<file path="src/hdl/p2g_pkg.sv">
// ----------------------------------------------------------------------------
// p2g_pkg: shared types and constants of the 2D polynomial evaluator
// Operand and product widths of the shared multiplier and stream widths.
// ----------------------------------------------------------------------------
package p2g_pkg;

    localparam int MUL_W  = 32;
    localparam int PROD_W = 2 * MUL_W;

    localparam int S_TDATA_W = 104;
    localparam int S_TUSER_W = 2;
    localparam int M_TDATA_W = 192;

    typedef struct packed {
        logic [MUL_W-1:0] a;
        logic [MUL_W-1:0] b;
    } mul_req_t;

endpackage

</file>
<file path="src/hdl/p2g_mul.sv">
// ----------------------------------------------------------------------------
// p2g_mul: shared unsigned multiplier
// 32 x 32 bit product with a registered result, one issue per cycle.
// ----------------------------------------------------------------------------
module p2g_mul
    import p2g_pkg::*;
(
    input  logic              aclk,
    input  mul_req_t          req,
    output logic [PROD_W-1:0] prod
);

    logic [PROD_W-1:0] prod_reg;

    always_ff @(posedge aclk) begin
        prod_reg <= PROD_W'(req.a) * PROD_W'(req.b);
    end

    assign prod = prod_reg;

endmodule

</file>
<file path="config.mk">
export PLATFORM = sky130hd
export DESIGN_NAME = p2g_mul
export DESIGN_NICKNAME = d
export VERILOG_FILES = /design/src/hdl/p2g_pkg.sv /design/src/hdl/p2g_mul.sv
export SDC_FILE = /design/constraint.sdc
export NUM_CORES = 2
export LEC_CHECK = 0
export ABC_AREA = 1
export BUFFER_PORTS_ARGS = -buffer_cell sky130_fd_sc_hd__buf_4
export CORE_ASPECT_RATIO = 1.2
export CORE_UTILIZATION = 30
export CTS_BUF_LIST = sky130_fd_sc_hd__clkbuf_8
export DETAILED_ROUTE_END_ITERATION = 6
export GPL_TIMING_DRIVEN = 1
export PLACE_DENSITY_LB_ADDON = 0.05
export SLEW_MARGIN = 20
export SYNTH_ARGS = -nofsm -noshare
export SYNTH_HDL_FRONTEND = slang
export SYNTH_SLANG_ARGS = --single-unit
</file>
<file path="constraint.sdc">
create_clock -name aclk -period 11.8 [get_ports aclk]
set_input_delay 1.77 -clock aclk [delete_from_list [all_inputs] [get_ports aclk]]
set_output_delay 1.77 -clock aclk [all_outputs]
set_load 0.05 [all_outputs]
</file>
==> metrics.md <==
| Metric | Value |
|---|---|
| Result of the run | `complete, no violations` |
| Share of flip-flops with an asynchronous set or reset | `0%` |
| Period minus WS final | `between 8000 and 9000 ps` |
| Summed instance area of the synthesized netlist | `between 0.03 and 0.04 mm2` |
| Final max-slew violation count | `0` |
| Sequential share of the synthesized area | `under 10%` |
| Kind of launch point of the worst setup path | `input port` |
| Setup violation total in the final timing report | `0` |
| Cell Rows | `about 140` |
| Residual overflow from global routing | `0` |
| Number of distinct library cells after synthesis | `23` |
| Clock Sink Count | `64` |
| Tightest Pin Transition | `between 600 and 700 ps` |
| Commonest cells after routing, fill and taps aside | `inv_1, nand2_1, fa_1` |
| Cells after Synth | `about 5k` |
| Total Neg Setup Slack | `0 ps` |
| Clock tree from TritonCTS | `built` |
| Post-Place Cell Area | `0.0397 mm2` |
| Prevailing post-synth register cell | `dfxtp_1` |
| Max Fanout on Critical Path | `32` |
| Flip-flop and latch count after synthesis | `64` |
| Most common cell after layout, fill and taps aside | `inv_1` |
| Final routed DRC violation total | `0` |
| Initial core utilization | `30.3%` |
| Wire length reported by the detailed router | `~130 mm` |
| Die X | `approximately 320 um` |
| Category of the critical setup timing path | `input port to flop` |
| Global-route usage over all layers | `roughly a fifth` |
| Area Overhead vs Synth | `6.75%` |
| Total of warnings raised by yosys | `0` |
| Cell chosen for the clock root | `clkbuf_8` |
| Number of port buffers | `between 100 and 150` |
| Net count of the finished layout | `~6.2k` |
| Maximum clock frequency | `about 120 MHz` |
| Std-Cell Core Area | `~0.12 mm2` |
| Maximum number of pins on one net before global-route repair | `33` |
| Remaining number of nets flagged by the antenna check after routing | `0` |
| Finished Cell Area | `between 0.03 and 0.04 mm2` |
| PostCTS Resize Cnt | `0` |
| Required time of the critical path | `roughly 12000 ps` |
| Cells after DPL | `6603` |
| Reg clk slew, reported paths | `~80 ps` |
| Via count | `~29k` |
| Number of flip-flops under the largest register name | `64` |
| Drt initial violations | `1358` |
| Routability Congestion | `0.823` |
| Share of final-layout standard cells stronger than drive strength 1 | `4.18%` |
| Final std cells w/o fill | `between 6k and 7k` |
| First-pass DRT Iterations | `5` |
| Detail-routed net length per standard cell | `19.4 um` |
| Die Y-Extent | `between 300 and 400 um` |
| Via count of the first global-routing pass | `~32k` |
| Postcts setup bufs | `0` |
| Number of CTS-inserted buffers | `9` |
| Number of primary I/O pins | `129` |
| Detailed placer's ending HPWL | `slightly above 100 mm` |
| Arrival time at the worst endpoint | `between 8000 and 9000 ps` |
| RSZ-0062 raised after global routing | `false` |
| Wire length of the first global-routing pass | `201 mm` |
| Buffer depth of the longest clock path | `2` |
| Synthesized area divided by synthesized cell count | `between 7 and 8 um2` |
| Number of hold buffers added after cts | `0` |
| Endpoint type of the worst setup path | `flop` |
| Per-cell via count in the routed design | `4.34` |
| Deepest level of the CTS H-tree | `3` |
| Final Hold Violating Endpoints | `0` |
| Number of flops mapped to enable cells by yosys | `0` |
| Number of violations of the max-capacitance limit | `0` |
| Share of the clock period used by the worst path | `slightly above 70%` |
| Antenna violations before repair | `1` |
| Overall die area | `approximately 0.13 mm2` |
| Headroom to the max-slew limit | `a little over half` |
| Min-delay worst type | `input port to flop` |
| Number of nets in the synthesized netlist | `about 6.2k` |
synthesized netlist by cell type (12+ instances only):
cell type	count	area share, %
nand4_1	16	0.27
dfxtp_1	64	3.4
nand2_1	1566	16
fa_1	896	48
inv_1	1723	17
nor2_2	14	0.23
inv_2	12	0.12
nor2_1	81	0.81
nand2_2	15	0.25
nand3_1	56	0.75
ha_1	263	8.8
xor2_1	33	0.77
clkbuf_1	192	1.9
a21oi_1	43	0.58
final timing paths:
path / from / to / slack (ps) / cells after the start
worst min-delay path: req[0] / prod[0] / 1800 / 3
worst max-delay path: req[43] / prod[32] / 3330 / 23
cells by family after synthesis:
group                      count (synthesis)  share of synthesized area, %
DFF                                       64                          3.43
adders and majority gates               1159                          56.8
and+or+nand+nor                         1781                          18.8
xor gates and xnor gates                  35                         0.820
AOI/OAI and AO/OA                         57                         0.853
buffers and inverters                   1927                          19.3
cell type report:
class,instances,area (um2)
fill,13524,83400
multi-input combinational,3032,28900
inverter,1735,6510
tap,1644,2060
sequential,64,1280
timing repair buffer,128,961
clock buffer,9,124
clock inverter,7,101
antenna,1,2.50
critical path, stage by stage:
cell and delay [ps]:
buf_4 530, nand2_1 110, inv_1 100, fa_1 440
fa_1 520, inv_1 60, fa_1 410, fa_1 550
inv_1 50, fa_1 620, fa_1 510, fa_1 590
fa_1 520, ha_1 520, nand2_1 160, nor2_1 210
inv_2 90, nor2_4 120, inv_2 60, o21bai_2 140
inv_1 50, nand2_1 130, xor2_1 430
per-stage QoR:
stage / worst slack, ps / hold WS, ps / utilization (%)
after floorplan: 4220 / 1870 / -
after CTS: 3330 / 1780 / 32.4
after global routing: 3130 / 1830 / 32.4
after global placement: 2820 / 2220 / 32.2
after detailed placement: 2950 / 2220 / 32.2
final: 3330 / 1800 / 32.4
layer usage:
layer / GRT usage, % / vias to the layer above / wire length [um]
met3: 1.05 / 76 / 3490
li1: - / 13499 / -
met2: 37.2 / 443 / 63500
met5: 0 / - / 0
met4: 3.14 / 0 / 1670
met1: 29.2 / 14704 / 59700
Power is not shown: default switching activity piles up to over one toggle a cycle in this logic, so the estimate is an artifact.
