$ cat src/hdl/p2g_ram.sv
// ----------------------------------------------------------------------------
// p2g_ram: generic simple dual-port RAM
// One write port, one read port, registered read data.
// ----------------------------------------------------------------------------
module p2g_ram #(
    parameter int WIDTH = 48,
    parameter int DEPTH = 64,
    parameter int AW    = (DEPTH > 1) ? $clog2(DEPTH) : 1
) (
    input  logic             aclk,
    input  logic             we,
    input  logic [AW-1:0]    waddr,
    input  logic [WIDTH-1:0] wdata,
    input  logic [AW-1:0]    raddr,
    output logic [WIDTH-1:0] rdata
);

    logic [WIDTH-1:0] mem [DEPTH];
    logic [WIDTH-1:0] rdata_reg;

    always_ff @(posedge aclk) begin
        if (we) begin
            mem[waddr] <= wdata;
        end
        rdata_reg <= mem[raddr];
    end

    assign rdata = rdata_reg;

endmodule

$ cat config.mk
export PLATFORM = sky130hd
export DESIGN_NAME = p2g_ram
export DESIGN_NICKNAME = d
export VERILOG_FILES = /design/src/hdl/p2g_ram.sv
export SDC_FILE = /design/constraint.sdc
export NUM_CORES = 2
export LEC_CHECK = 0
export ABC_AREA = 0
export BUFFER_PORTS_ARGS = -buffer_cell sky130_fd_sc_hd__buf_4
export CORE_UTILIZATION = 50
export DETAILED_ROUTE_END_ITERATION = 12
export GPL_TIMING_DRIVEN = 1
export PLACE_DENSITY = 0.71
export SYNTH_ARGS = -nofsm -noshare
export SYNTH_HDL_FRONTEND = slang
export SYNTH_SLANG_ARGS = --single-unit
export TNS_END_PERCENT = 30
$ cat constraint.sdc
create_clock -name aclk -period 9.35 [get_ports aclk]
set_clock_uncertainty 0.05 [all_clocks]
set_input_delay 0.4675 -clock aclk [delete_from_list [all_inputs] [get_ports aclk]]
set_output_delay 0.4675 -clock aclk [all_outputs]
set_load 0.02 [all_outputs]
==> impl_metrics.env <==
export IMPL_status="finished clean"
export IMPL_drc=0
export IMPL_regToRegEndpoint="rdata[41]$_DFF_P_"
export IMPL_synthTopCellsByArea="edfxtp_1, mux4_2, dfxtp_1"
export IMPL_hold_end="mem[37][32]$_DFFE_PP_"
export IMPL_drtPass1Iterations=6
export IMPL_drive_above_1_share_pct=27.8
export IMPL_timing_reg2reg_setup_slack_ns=7.01
export IMPL_synth_ff_type="edfxtp_1"
export IMPL_r2r_cells=5
export IMPL_final_hold_violation_count=0
export IMPL_switchingPower_mw=6.02
export IMPL_slew_headroom_pct=10.9
export IMPL_htreeDepth=5
export IMPL_grt_busiest_layer="met2"
export IMPL_grt_pass1_vias=56800
export IMPL_cp_buffers_inverters=3
export IMPL_final_cell_mix="edfxtp_1, mux4_2, clkbuf_16"
export IMPL_min_path_cells=1
export IMPL_overflow=0
export IMPL_report_final_slew_viol_count=0
export IMPL_dp_hpwl_um=164000
export IMPL_worst_slew_pin_slew_ns=1.34
export IMPL_crit_path_max_incr_delay_ns=0.88
export IMPL_drt_vias_per_instance=6.61
export IMPL_critPathTopFamily="buffers and inverters"
export IMPL_drv_cap=0
export IMPL_yosysWarnings=0
export IMPL_worstHoldStart="wdata[32]"
export IMPL_synth_edff_count=3072
export IMPL_end_kind="flip-flop"
export IMPL_startpoint_type="primary input"
export IMPL_synth_area_um2=117000
export IMPL_met3_usage_pct=5.33
export IMPL_synth_avg_cell_area_um2=23.6
export IMPL_clk_latency_ns=0.94
export IMPL_grt_util_met2_pct=41.5
export IMPL_grt_met1_usage_pct=36.1
export IMPL_clock_sinks=3120
export IMPL_pwr_share_seq_pct=53.6
export IMPL_leakage_nw=40.9
export IMPL_finalWeightedCongestion=0.801
export IMPL_num_vias=57200
export IMPL_min_path_type="in2reg"
export IMPL_ant_nets=0
export IMPL_routed_wl_um=306000
export IMPL_largest_register_ffs=3072
export IMPL_post_route_period_util_pct=40.2
export IMPL_core_area_um2=233000
export IMPL_cts_buffers=315
export IMPL_cts_buffer_depth=4
export IMPL_ys_seq_area_share_pct=79.6
export IMPL_grtUsageTotal_pct=25.9
export IMPL_grt_pass1_wl_um=429000
export IMPL_clockRootBuffer="clkbuf_16"
export IMPL_die_area_um2=236000
export IMPL_final_cells=8652
export IMPL_clkPwrFrac_pct=41.7
export IMPL_initial_core_util_pct=50.3
export IMPL_die_w_um=486
export IMPL_path_class="in2reg"
export IMPL_rsz0062_at_grt="false"
export IMPL_tns_ns=0
export IMPL_port_buffer_count=109
export IMPL_sw_frac_of_total_pct=20.8
export IMPL_crit_chain="buf_8 -> buf_4 -> buf_4 -> nand2b_1 -> a211oi_1 -> a311oi_1 -> a311oi_1 -> a211oi_1"
export IMPL_drtIter0Drc=8093
export IMPL_max_freq_mhz=266
export IMPL_cts_clk_slew_worst_paths_ns=0.06
export IMPL_p_int_mw=23.0
export IMPL_pin_count=110
export IMPL_comb_power_share_pct=4.7
export IMPL_synth_largest_area_cell="edfxtp_1"
export IMPL_critPathRequiredTime_ns=10.04
export IMPL_cts_post_setup_buffers_inserted=0
export IMPL_crit_fanout=66
export IMPL_ys_ff_latch=3120
export IMPL_r2r_start="mem[37][41]$_DFFE_PP_"
export IMPL_arrival_ns=4.45
export IMPL_fp_dieH_um=486
export IMPL_ir_drop_uv=172
export IMPL_cp_depth=8
export IMPL_setup_viol=0
export IMPL_crit_path_top_delay_cell="buf_4"
export IMPL_layout_commonest_cell="edfxtp_1"
export IMPL_cts_tree="built"
export IMPL_finalNetCount=5356
export IMPL_grt_max_degree=141
export IMPL_rows=177
export IMPL_synth_async_reset_ratio_pct=0
export IMPL_finalCriticalPeriod_ns=3.76
export IMPL_yosysUniqueCellTypes=36
export IMPL_synth_top_cell_area_share_pct=78.8
export IMPL_syn_num_nets=5032
export IMPL_synth_cells=4970
export IMPL_place_inst=8076
export IMPL_pwr_density_cell_nw_per_um2=219
export IMPL_avgRoutedWirePerCell_um=35.3
export IMPL_syn2layout_area_growth_pct=12.8
export IMPL_antenna_found_initial=20
## Yosys cell counts (all sizes together), types with 4 or more instances
library cell / instances
mux4: 754
dfxtp: 48
buf: 183
nor2b: 24
nand2: 55
or3b: 4
nor2: 132
mux2: 12
a311oi: 11
a21oi: 74
o221ai: 28
nand2b: 10
o22ai: 122
edfxtp: 3072
a31o: 5
mux2i: 63
a22o: 57
clkbuf: 99
a22oi: 72
a221oi: 83
a211oi: 32
nand3b: 5
nand3: 7
## layout make-up
type,instances,area [um2]
Antenna cell,3,7.51
Fill cell,16300,101000
Sequential cell,3120,93200
Timing Repair Buffer,289,2350
Multi-Input combinational cell,1568,22900
Clock buffer,385,8290
Tap cell,3132,3920
Clock inverter,155,1430
## stage by stage
step	power [mW]	setup slack, ns	utilization [%]	area (um2)	hold slack, ns
floorplan	16.6	4.55	-	117000	0.516
global placement	17.2	4.69	52.4	122000	0.692
detailed placement	17.2	4.62	52.4	122000	0.746
CTS	29.1	5.61	56.8	132000	0.000591
global route	29.7	5.47	56.8	132000	0.00964
finish	29.0	5.59	56.8	132000	0.0288
## how the worst max path moves through the flow
stage / from / end
after floorplan: waddr[3] / mem[48][0]$_DFFE_PP_
after global placement: raddr[2] / rdata[13]$_DFF_P_
after detailed placement: raddr[2] / rdata[13]$_DFF_P_
after CTS: raddr[2] / rdata[13]$_DFF_P_
after global routing: raddr[2] / rdata[13]$_DFF_P_
final: raddr[2] / rdata[13]$_DFF_P_
## power groups by stage
| stage | Clock (mW) | Sequential [mW] | Combinational [mW] |
|---|---|---|---|
| 6_report | 12.1 | 15.5 | 1.36 |
| 5_1_grt | 12.7 | 15.5 | 1.43 |
| 4_1_cts | 12.2 | 15.6 | 1.36 |
| 3_5_place_dp | 0 | 15.8 | 1.34 |
| 3_3_place_gp | 0 | 15.8 | 1.31 |
| 2_1_floorplan | 0 | 15.8 | 0.740 |
## metal layers
metal  vias up  wire length (um)
met2      3785            148000
met4        16             10500
met1     30600            113000
li1      22100                 -
met3       606             34800
met5         -               103
## worst register-to-register path, stage by stage, from the launching register on
cell	delay [ns]
edfxtp_1	0.37
mux4_2	0.48
mux2i_1	0.20
a21oi_1	0.10
a21oi_1	0.84
a221oi_1	0.12
## cell families after synthesis
| family | synth area share (%) |
|---|---|
| AO/OA/AOI/OAI | 3.02 |
| multiplexers | 15.2 |
| buffers and inverters | 1.28 |
| AND/OR/NAND/NOR | 0.957 |
| flip-flops | 79.6 |
## what timing repair did
action | in CTS | in global routing
hold buffers | 32 | 0
resized for setup | 0 | 0
endpoints found under the hold margin | 1071 | 0
(Power assumes the default switching activity.)
